File: src/design/arpc_pkg.sv
// Package with shared constants and types of the ARP cache and responder.
`timescale 1ns / 1ps

package arpc_pkg;

  localparam int unsigned IpW  = 32;
  localparam int unsigned MacW = 48;
  localparam int unsigned OpW  = 16;
  localparam int unsigned ActW = 2;

  localparam logic [OpW-1:0] OpRequest = 16'd1;
  localparam logic [OpW-1:0] OpReply   = 16'd2;

  localparam logic [ActW-1:0] ActNone     = 2'd0;
  localparam logic [ActW-1:0] ActUpdated  = 2'd1;
  localparam logic [ActW-1:0] ActInserted = 2'd2;
  localparam logic [ActW-1:0] ActDropped  = 2'd3;

  localparam logic RegOwnIp  = 1'b0;
  localparam logic RegOwnMac = 1'b1;

  typedef struct packed {
    logic            en;
    logic [IpW-1:0]  ip;
    logic [MacW-1:0] mac;
  } arpc_wr_t;

endpackage

File: src/design/arpc_table.sv
// Binding table: IP and MAC memories with registered reads and per-entry valid bits.
`timescale 1ns / 1ps

module arpc_table
  import arpc_pkg::*;
#(
  parameter int unsigned ENTRIES = 16,
  parameter int unsigned IdxW    = 4
) (
  input  logic            clk_i,
  input  logic            rst_ni,
  input  logic            rd_en_i,
  input  logic [IdxW-1:0] rd_addr_i,
  output logic [IpW-1:0]  rd_ip_o,
  output logic [MacW-1:0] rd_mac_o,
  output logic            rd_valid_o,
  input  arpc_wr_t        wr_i,
  input  logic [IdxW-1:0] wr_addr_i
);

  logic [IpW-1:0]     ip_mem  [ENTRIES];
  logic [MacW-1:0]    mac_mem [ENTRIES];
  logic [ENTRIES-1:0] valid_q;
  logic [IpW-1:0]     rd_ip_q;
  logic [MacW-1:0]    rd_mac_q;
  logic               rd_valid_q;

  always_ff @(posedge clk_i) begin
    if (wr_i.en) begin
      ip_mem[wr_addr_i]  <= wr_i.ip;
      mac_mem[wr_addr_i] <= wr_i.mac;
    end
    if (rd_en_i) begin
      rd_ip_q  <= ip_mem[rd_addr_i];
      rd_mac_q <= mac_mem[rd_addr_i];
    end
  end

  always_ff @(posedge clk_i or negedge rst_ni) begin
    if (!rst_ni) begin
      valid_q    <= '0;
      rd_valid_q <= 1'b0;
    end else begin
      if (wr_i.en) begin
        valid_q[wr_addr_i] <= 1'b1;
      end
      if (rd_en_i) begin
        rd_valid_q <= valid_q[rd_addr_i];
      end
    end
  end

  assign rd_ip_o    = rd_ip_q;
  assign rd_mac_o   = rd_mac_q;
  assign rd_valid_o = rd_valid_q;

endmodule

File: src/design/arpc_ctrl.sv
// Sequencer that scans the table with one shared comparator and resolves each word.
`timescale 1ns / 1ps

module arpc_ctrl
  import arpc_pkg::*;
#(
  parameter int unsigned ENTRIES = 16,
  parameter int unsigned IdxW    = 4,
  parameter int unsigned CntW    = 5
) (
  input  logic            clk_i,
  input  logic            rst_ni,
  input  logic            start_i,
  output logic            busy_o,
  input  logic [IpW-1:0]  own_ip_i,
  input  logic            cmd_i,
  input  logic [OpW-1:0]  arp_op_i,
  input  logic [IpW-1:0]  sender_ip_i,
  input  logic [MacW-1:0] sender_mac_i,
  input  logic [IpW-1:0]  target_ip_i,
  input  logic [IpW-1:0]  query_ip_i,
  output logic            done_o,
  output logic            reply_send_o,
  output logic [MacW-1:0] reply_target_mac_o,
  output logic [IpW-1:0]  reply_target_ip_o,
  output logic [ActW-1:0] cache_action_o,
  output logic            found_o,
  output logic [MacW-1:0] found_mac_o,
  output logic            rd_en_o,
  output logic [IdxW-1:0] rd_addr_o,
  input  logic [IpW-1:0]  rd_ip_i,
  input  logic [MacW-1:0] rd_mac_i,
  input  logic            rd_valid_i,
  output arpc_wr_t        wr_o,
  output logic [IdxW-1:0] wr_addr_o
);

  typedef enum logic [1:0] {
    StIdle,
    StScan,
    StResolve
  } state_e;

  state_e          state_q, state_d;
  logic [CntW-1:0] rd_cnt_q, rd_cnt_d;
  logic            chk_vld_q, chk_vld_d;
  logic [IdxW-1:0] chk_idx_q, chk_idx_d;
  logic            hit_q, hit_d;
  logic [IdxW-1:0] hit_idx_q, hit_idx_d;
  logic [MacW-1:0] hit_mac_q, hit_mac_d;
  logic            free_q, free_d;
  logic [IdxW-1:0] free_idx_q, free_idx_d;
  logic [IpW-1:0]  key_q, key_d;
  logic [MacW-1:0] mac_q, mac_d;
  logic            reply_q, reply_d;
  logic            learn_q, learn_d;
  logic            lookup_q, lookup_d;
  logic            done_q, done_d;
  logic            rs_q, rs_d;
  logic [MacW-1:0] rtm_q, rtm_d;
  logic [IpW-1:0]  rti_q, rti_d;
  logic [ActW-1:0] act_q, act_d;
  logic            found_q, found_d;
  logic [MacW-1:0] fmac_q, fmac_d;

  logic rd_en;
  logic match;
  logic last;
  logic is_learn;

  assign rd_en    = (state_q == StScan) && (rd_cnt_q < CntW'(ENTRIES));
  assign match    = rd_valid_i && (rd_ip_i == key_q);
  assign last     = chk_idx_q == IdxW'(ENTRIES - 1);
  assign is_learn = !cmd_i && ((arp_op_i == OpRequest) || (arp_op_i == OpReply));

  always_comb begin
    state_d    = state_q;
    rd_cnt_d   = rd_cnt_q;
    chk_vld_d  = chk_vld_q;
    chk_idx_d  = chk_idx_q;
    hit_d      = hit_q;
    hit_idx_d  = hit_idx_q;
    hit_mac_d  = hit_mac_q;
    free_d     = free_q;
    free_idx_d = free_idx_q;
    key_d      = key_q;
    mac_d      = mac_q;
    reply_d    = reply_q;
    learn_d    = learn_q;
    lookup_d   = lookup_q;
    done_d     = 1'b0;
    rs_d       = rs_q;
    rtm_d      = rtm_q;
    rti_d      = rti_q;
    act_d      = act_q;
    found_d    = found_q;
    fmac_d     = fmac_q;
    wr_o.en    = 1'b0;
    wr_o.ip    = key_q;
    wr_o.mac   = mac_q;
    wr_addr_o  = hit_q ? hit_idx_q : free_idx_q;

    unique case (state_q)
      StIdle: begin
        if (start_i) begin
          lookup_d  = cmd_i;
          key_d     = cmd_i ? query_ip_i : sender_ip_i;
          mac_d     = sender_mac_i;
          learn_d   = is_learn;
          reply_d   = !cmd_i && (arp_op_i == OpRequest) && (target_ip_i == own_ip_i);
          hit_d     = 1'b0;
          free_d    = 1'b0;
          rd_cnt_d  = '0;
          chk_vld_d = 1'b0;
          state_d   = (cmd_i || is_learn) ? StScan : StResolve;
        end
      end
      StScan: begin
        if (rd_en) begin
          rd_cnt_d = rd_cnt_q + CntW'(1);
        end
        chk_vld_d = rd_en;
        chk_idx_d = rd_cnt_q[IdxW-1:0];
        if (chk_vld_q) begin
          if (match) begin
            hit_d     = 1'b1;
            hit_idx_d = chk_idx_q;
            hit_mac_d = rd_mac_i;
            chk_vld_d = 1'b0;
            state_d   = StResolve;
          end else begin
            if (!rd_valid_i && !free_q) begin
              free_d     = 1'b1;
              free_idx_d = chk_idx_q;
            end
            if (last) begin
              chk_vld_d = 1'b0;
              state_d   = StResolve;
            end
          end
        end
      end
      StResolve: begin
        wr_o.en = learn_q && (hit_q || free_q);
        done_d  = 1'b1;
        rs_d    = reply_q;
        rtm_d   = reply_q ? mac_q : '0;
        rti_d   = reply_q ? key_q : '0;
        if (!learn_q) begin
          act_d = ActNone;
        end else if (hit_q) begin
          act_d = ActUpdated;
        end else if (free_q) begin
          act_d = ActInserted;
        end else begin
          act_d = ActDropped;
        end
        found_d = lookup_q && hit_q;
        fmac_d  = (lookup_q && hit_q) ? hit_mac_q : '0;
        state_d = StIdle;
      end
      default: begin
        state_d = StIdle;
      end
    endcase
  end

  always_ff @(posedge clk_i or negedge rst_ni) begin
    if (!rst_ni) begin
      state_q    <= StIdle;
      rd_cnt_q   <= '0;
      chk_vld_q  <= 1'b0;
      chk_idx_q  <= '0;
      hit_q      <= 1'b0;
      hit_idx_q  <= '0;
      hit_mac_q  <= '0;
      free_q     <= 1'b0;
      free_idx_q <= '0;
      key_q      <= '0;
      mac_q      <= '0;
      reply_q    <= 1'b0;
      learn_q    <= 1'b0;
      lookup_q   <= 1'b0;
      done_q     <= 1'b0;
      rs_q       <= 1'b0;
      rtm_q      <= '0;
      rti_q      <= '0;
      act_q      <= ActNone;
      found_q    <= 1'b0;
      fmac_q     <= '0;
    end else begin
      state_q    <= state_d;
      rd_cnt_q   <= rd_cnt_d;
      chk_vld_q  <= chk_vld_d;
      chk_idx_q  <= chk_idx_d;
      hit_q      <= hit_d;
      hit_idx_q  <= hit_idx_d;
      hit_mac_q  <= hit_mac_d;
      free_q     <= free_d;
      free_idx_q <= free_idx_d;
      key_q      <= key_d;
      mac_q      <= mac_d;
      reply_q    <= reply_d;
      learn_q    <= learn_d;
      lookup_q   <= lookup_d;
      done_q     <= done_d;
      rs_q       <= rs_d;
      rtm_q      <= rtm_d;
      rti_q      <= rti_d;
      act_q      <= act_d;
      found_q    <= found_d;
      fmac_q     <= fmac_d;
    end
  end

  assign busy_o             = state_q != StIdle;
  assign rd_en_o            = rd_en;
  assign rd_addr_o          = rd_cnt_q[IdxW-1:0];
  assign done_o             = done_q;
  assign reply_send_o       = rs_q;
  assign reply_target_mac_o = rtm_q;
  assign reply_target_ip_o  = rti_q;
  assign cache_action_o     = act_q;
  assign found_o            = found_q;
  assign found_mac_o        = fmac_q;

  a_done_after_resolve : assert property (@(posedge clk_i) disable iff (!rst_ni)
    done_q |-> $past(state_q == StResolve))
    else $error("result strobe without a resolve cycle");

  a_write_only_on_learn : assert property (@(posedge clk_i) disable iff (!rst_ni)
    wr_o.en |-> (state_q == StResolve) && learn_q && !lookup_q)
    else $error("table written outside a learning resolve");

  a_start_leaves_idle : assert property (@(posedge clk_i) disable iff (!rst_ni)
    (state_q == StIdle) && start_i |=> state_q != StIdle)
    else $error("accepted word did not start the sequencer");

  a_found_only_lookup : assert property (@(posedge clk_i) disable iff (!rst_ni)
    done_q && found_q |-> (act_q == ActNone) && !rs_q)
    else $error("lookup hit reported together with packet results");

endmodule

File: src/design/arp_cache_responder.sv
// Top level of the ARP cache and responder: configuration register, sequencer and table.
// A lookup or a learning packet scans the table and then resolves, stopping the scan
// early on a hit; a packet with another opcode skips the scan and goes straight to resolve.
// The scan reads one table entry per cycle through a single comparator.
// A new word is accepted in the cycle its predecessor's result is strobed.
// Reset clears all valid bits at once and sets own_ip to zero; no clearing pass.
`timescale 1ns / 1ps

module arp_cache_responder
  import arpc_pkg::*;
#(
  parameter int unsigned ENTRIES = 16
) (
  input  logic            clk_i,
  input  logic            rst_ni,
  input  logic            cfg_we_i,
  input  logic            cfg_idx_i,
  input  logic [MacW-1:0] cfg_wdata_i,
  input  logic            start_i,
  output logic            busy_o,
  input  logic            cmd_i,
  input  logic [OpW-1:0]  arp_op_i,
  input  logic [IpW-1:0]  sender_ip_i,
  input  logic [MacW-1:0] sender_mac_i,
  input  logic [IpW-1:0]  target_ip_i,
  input  logic [IpW-1:0]  query_ip_i,
  output logic            done_o,
  output logic            reply_send_o,
  output logic [MacW-1:0] reply_target_mac_o,
  output logic [IpW-1:0]  reply_target_ip_o,
  output logic [ActW-1:0] cache_action_o,
  output logic            found_o,
  output logic [MacW-1:0] found_mac_o
);

  localparam int unsigned IdxW = (ENTRIES > 1) ? $clog2(ENTRIES) : 1;
  localparam int unsigned CntW = $clog2(ENTRIES + 1);

  logic [IpW-1:0]  own_ip_q;
  logic            rd_en;
  logic [IdxW-1:0] rd_addr;
  logic [IpW-1:0]  rd_ip;
  logic [MacW-1:0] rd_mac;
  logic            rd_valid;
  arpc_wr_t        wr;
  logic [IdxW-1:0] wr_addr;

  always_ff @(posedge clk_i or negedge rst_ni) begin
    if (!rst_ni) begin
      own_ip_q <= '0;
    end else if (cfg_we_i && (cfg_idx_i == RegOwnIp)) begin
      own_ip_q <= cfg_wdata_i[IpW-1:0];
    end
  end

  arpc_ctrl #(
    .ENTRIES (ENTRIES),
    .IdxW    (IdxW),
    .CntW    (CntW)
  ) u_ctrl (
    .clk_i              (clk_i),
    .rst_ni             (rst_ni),
    .start_i            (start_i),
    .busy_o             (busy_o),
    .own_ip_i           (own_ip_q),
    .cmd_i              (cmd_i),
    .arp_op_i           (arp_op_i),
    .sender_ip_i        (sender_ip_i),
    .sender_mac_i       (sender_mac_i),
    .target_ip_i        (target_ip_i),
    .query_ip_i         (query_ip_i),
    .done_o             (done_o),
    .reply_send_o       (reply_send_o),
    .reply_target_mac_o (reply_target_mac_o),
    .reply_target_ip_o  (reply_target_ip_o),
    .cache_action_o     (cache_action_o),
    .found_o            (found_o),
    .found_mac_o        (found_mac_o),
    .rd_en_o            (rd_en),
    .rd_addr_o          (rd_addr),
    .rd_ip_i            (rd_ip),
    .rd_mac_i           (rd_mac),
    .rd_valid_i         (rd_valid),
    .wr_o               (wr),
    .wr_addr_o          (wr_addr)
  );

  arpc_table #(
    .ENTRIES (ENTRIES),
    .IdxW    (IdxW)
  ) u_table (
    .clk_i      (clk_i),
    .rst_ni     (rst_ni),
    .rd_en_i    (rd_en),
    .rd_addr_i  (rd_addr),
    .rd_ip_o    (rd_ip),
    .rd_mac_o   (rd_mac),
    .rd_valid_o (rd_valid),
    .wr_i       (wr),
    .wr_addr_i  (wr_addr)
  );

endmodule

File: config.mk
export PLATFORM = sky130hd
export DESIGN_NAME = arp_cache_responder
export DESIGN_NICKNAME = d
export VERILOG_FILES = /design/src/design/arpc_pkg.sv /design/src/design/arpc_table.sv /design/src/design/arpc_ctrl.sv /design/src/design/arp_cache_responder.sv
export SDC_FILE = /design/constraint.sdc
export NUM_CORES = 2
export LEC_CHECK = 0
export BUFFER_PORTS_ARGS = -buffer_cell sky130_fd_sc_hd__buf_2
export CAP_MARGIN = 10
export CORE_MARGIN = 4
export CORE_UTILIZATION = 56
export CTS_CLUSTER_DIAMETER = 30
export DETAILED_ROUTE_END_ITERATION = 8
export PLACE_DENSITY = 0.79
export SLEW_MARGIN = 15
export SYNTH_ARGS = -nofsm -noshare
export SYNTH_HDL_FRONTEND = slang
export SYNTH_HIERARCHICAL = 1
export SYNTH_SLANG_ARGS = --single-unit
File: constraint.sdc
create_clock -name clk_i -period 11.5 [get_ports clk_i]
set_input_delay 2.3 -clock clk_i [delete_from_list [all_inputs] [get_ports clk_i]]
set_output_delay 2.3 -clock clk_i [all_outputs]
set_load 0.1 [all_outputs]
==> impl_metrics.tcl <==
set metrics [dict create \
    status "complete, no violations" \
    antenna_left 0 \
    cts_root_buf "clkbuf_16" \
    wl_per_cell_um 32.5 \
    max_freq_ghz 0.211 \
    vias 34900 \
    cp_max_fo 8 \
    grtUsageTotal 0.293 \
    synth-edff-count 1360 \
    hold_buffers 0 \
    numCtsBuffers 305 \
    slew_headroom 0.144 \
    finalHoldViolations 0 \
    ys_ff_latch 1695 \
    synth_cell_types 48 \
    synth_top_area_frac 0.631 \
    min_path_type "flop to flop" \
    clock_sinks 1695 \
    synthMostInstantiatedCell "edfxtp_1" \
    io_buffer_count 331 \
    finalSetupTns_ps 0 \
    die_area_mm2 0.121 \
    power_leakage_nw 28.9 \
    cts-htree-levels 5 \
    syn_area_mm2 0.0647 \
    drtIter0Drc 4716 \
    synth_nets 3315 \
    cp.required_ps 9200 \
    synth_area_leader_cell "edfxtp_1" \
    max-vdd-ir-drop_mv 0.201 \
    wirelength_um 175000 \
    cts.clk_slew.worst_paths_ps 60 \
    ios 348 \
    min_period_over_period 0.411 \
    synthArstFlopShare 0.198 \
    synth_flop_cell "edfxtp_1" \
    post-route-drc-count 0 \
    post_cts_buffers 0 \
    worst_pin_slew_ps 1280 \
    die_y_um 348 \
    ys_warn_count 6 \
    clk_latency_ps 900 \
    period_minus_slack_ps 4730 \
    fp-row-count 124 \
    synthTopCellsByArea "edfxtp_1, mux4_2, dfrtp_1, nand2_1, mux2_4" \
    crit_path_end_kind "primary output" \
    clock_path_buffers 4 \
    power_density_mw_per_mm2 267 \
    grt_pass1_wl_um 256000 \
    grt_antenna_before_repair 7 \
    r2r_slack_ps 7110 \
    worstPathArrival_ps 2430 \
    start_util 0.565 \
    avgSynthCellArea_um2 20.9 \
    grt-ovfl-total 0 \
    drive_gt1_frac 0.368 \
    grt_pass1_vias 37400 \
    cts_tree "done" \
    rsz0062_at_grt "no" \
    synth_seq_area_share 0.761 \
    fin_total_pwr_mw 20.9 \
    final_nets 3850 \
    clock_skew_ps 77.2 \
    maxCapViolations 0 \
    drv_slew 0 \
    area_growth_pct 20.8 \
    core_area_mm2 0.115 \
    via_per_inst 6.48 \
    drtPass1Iterations 6 \
    die_w_um 348 \
    cp-start-kind "flop" \
    setup.worst_path.class "flop to primary output" \
    synthTopCellsByCount "edfxtp_1, mux4_2, nand2_1, dfrtp_1, nand3_1" \
    cts-resized-gates 0 \
    synthCells 3100 \
    dp_hpwl_um 76100 \
    grt_max_degree 96 \
    setup_violations 0 \
    place_congestion 0.770 \
]
registers in the layout (all words and copies together), names as in the netlist, 5 cells and up:
name / flops
u_table/valid_q: 16
u_ctrl/hit_mac_q: 48
u_ctrl/rd_cnt_q: 5
u_ctrl/found_mac_o: 48
u_ctrl/key_q: 32
own_ip_q: 32
u_table/rd_mac_o: 48
u_table/rd_ip_o: 32
u_table/mac_mem: 768
u_ctrl/reply_target_ip_o: 32
u_ctrl/reply_target_mac_o: 48
u_ctrl/mac_q: 48
u_table/ip_mem: 512
final timing paths:
kind,from,endpoint,cells after the start
min,u_table/rd_mac_o[1],u_ctrl/hit_mac_q[1],1
min reg2reg,u_table/rd_mac_o[1],u_ctrl/hit_mac_q[1],1
max in group asynchronous,rst_ni,u_ctrl/reply_target_ip_o[13],3
max reg2reg,u_ctrl/rd_cnt_q[0],u_table/rd_ip_o[22],4
max,u_ctrl/state_q[1],busy_o,3
min in group asynchronous,rst_ni,u_ctrl/found_mac_o[21],1
layer usage:
metal,track usage,wire [µm]
met5,0,40
met4,0.128,7170
met3,0.0797,20300
met2,0.476,87200
met1,0.377,59900
critical path, cell delays in order (launching register included):
cell     delay, ps
dfrtp_1        500
nor2_1         390
inv_1          290
buf_2          380
per-stage QoR:
| stage | cell area (µm²) | hold slack, ps | cells | setup slack, ps | utilization |
|---|---|---|---|---|---|
| after CTS | 78100 | 423 | 5376 | 6800 | 0.682 |
| after global placement | 67800 | 445 | 4839 | 6810 | 0.593 |
| after global routing | 78100 | 426 | 5379 | 6710 | 0.683 |
| after floorplan | 64700 | 434 | 3100 | 3750 | - |
| after detailed placement | 67800 | 450 | 4839 | 6800 | 0.593 |
| final | 78200 | 420 | 5380 | 6770 | 0.683 |
kinds of logic (layout without fill, tap and decap cells):
group,Yosys count,in the layout,synth area share
flip-flops,1695,1695,0.761
multiplexers,533,533,0.167
AND/OR/NAND/NOR,533,533,0.0355
buffers and inverters,172,937,0.0164
AO/OA/AOI/OAI,102,102,0.0113
XOR/XNOR,64,64,0.00867
adder cells (fa/ha/maj),1,1,0.000193
other,0,3,0
cell type report:
| class | count | area, µm² |
|---|---|---|
| inverters | 6 | 25.0 |
| repair buffers | 394 | 2170 |
| clock buffers | 360 | 8220 |
| diodes | 3 | 7.51 |
| fillers | 6553 | 36300 |
| well taps | 1512 | 1890 |
| multi-input cells | 1233 | 14500 |
| flip-flops and latches | 1695 | 49200 |
| clock inverters | 177 | 2060 |
placed cells by master (no fill, tap or decap), types with 35 or more instances in the layout:
| cell type | count |
|---|---|
| a22o_1 | 49 |
| buf_2 | 330 |
| buf_4 | 61 |
| clkbuf_16 | 318 |
| dfrtp_1 | 330 |
| edfxtp_1 | 1360 |
| mux2_4 | 79 |
| mux2i_1 | 35 |
| mux4_2 | 404 |
| nand2_1 | 364 |
| nand3_1 | 83 |
| o21ai_0 | 38 |
| xor2_1 | 37 |
report_power, final:
part,internal [mW],switching (mW)
combinational,1.57,1.60
clock,5.89,3.12
sequential,7.71,0.989
No activity file was read; power rests on OpenSTA's default activity.
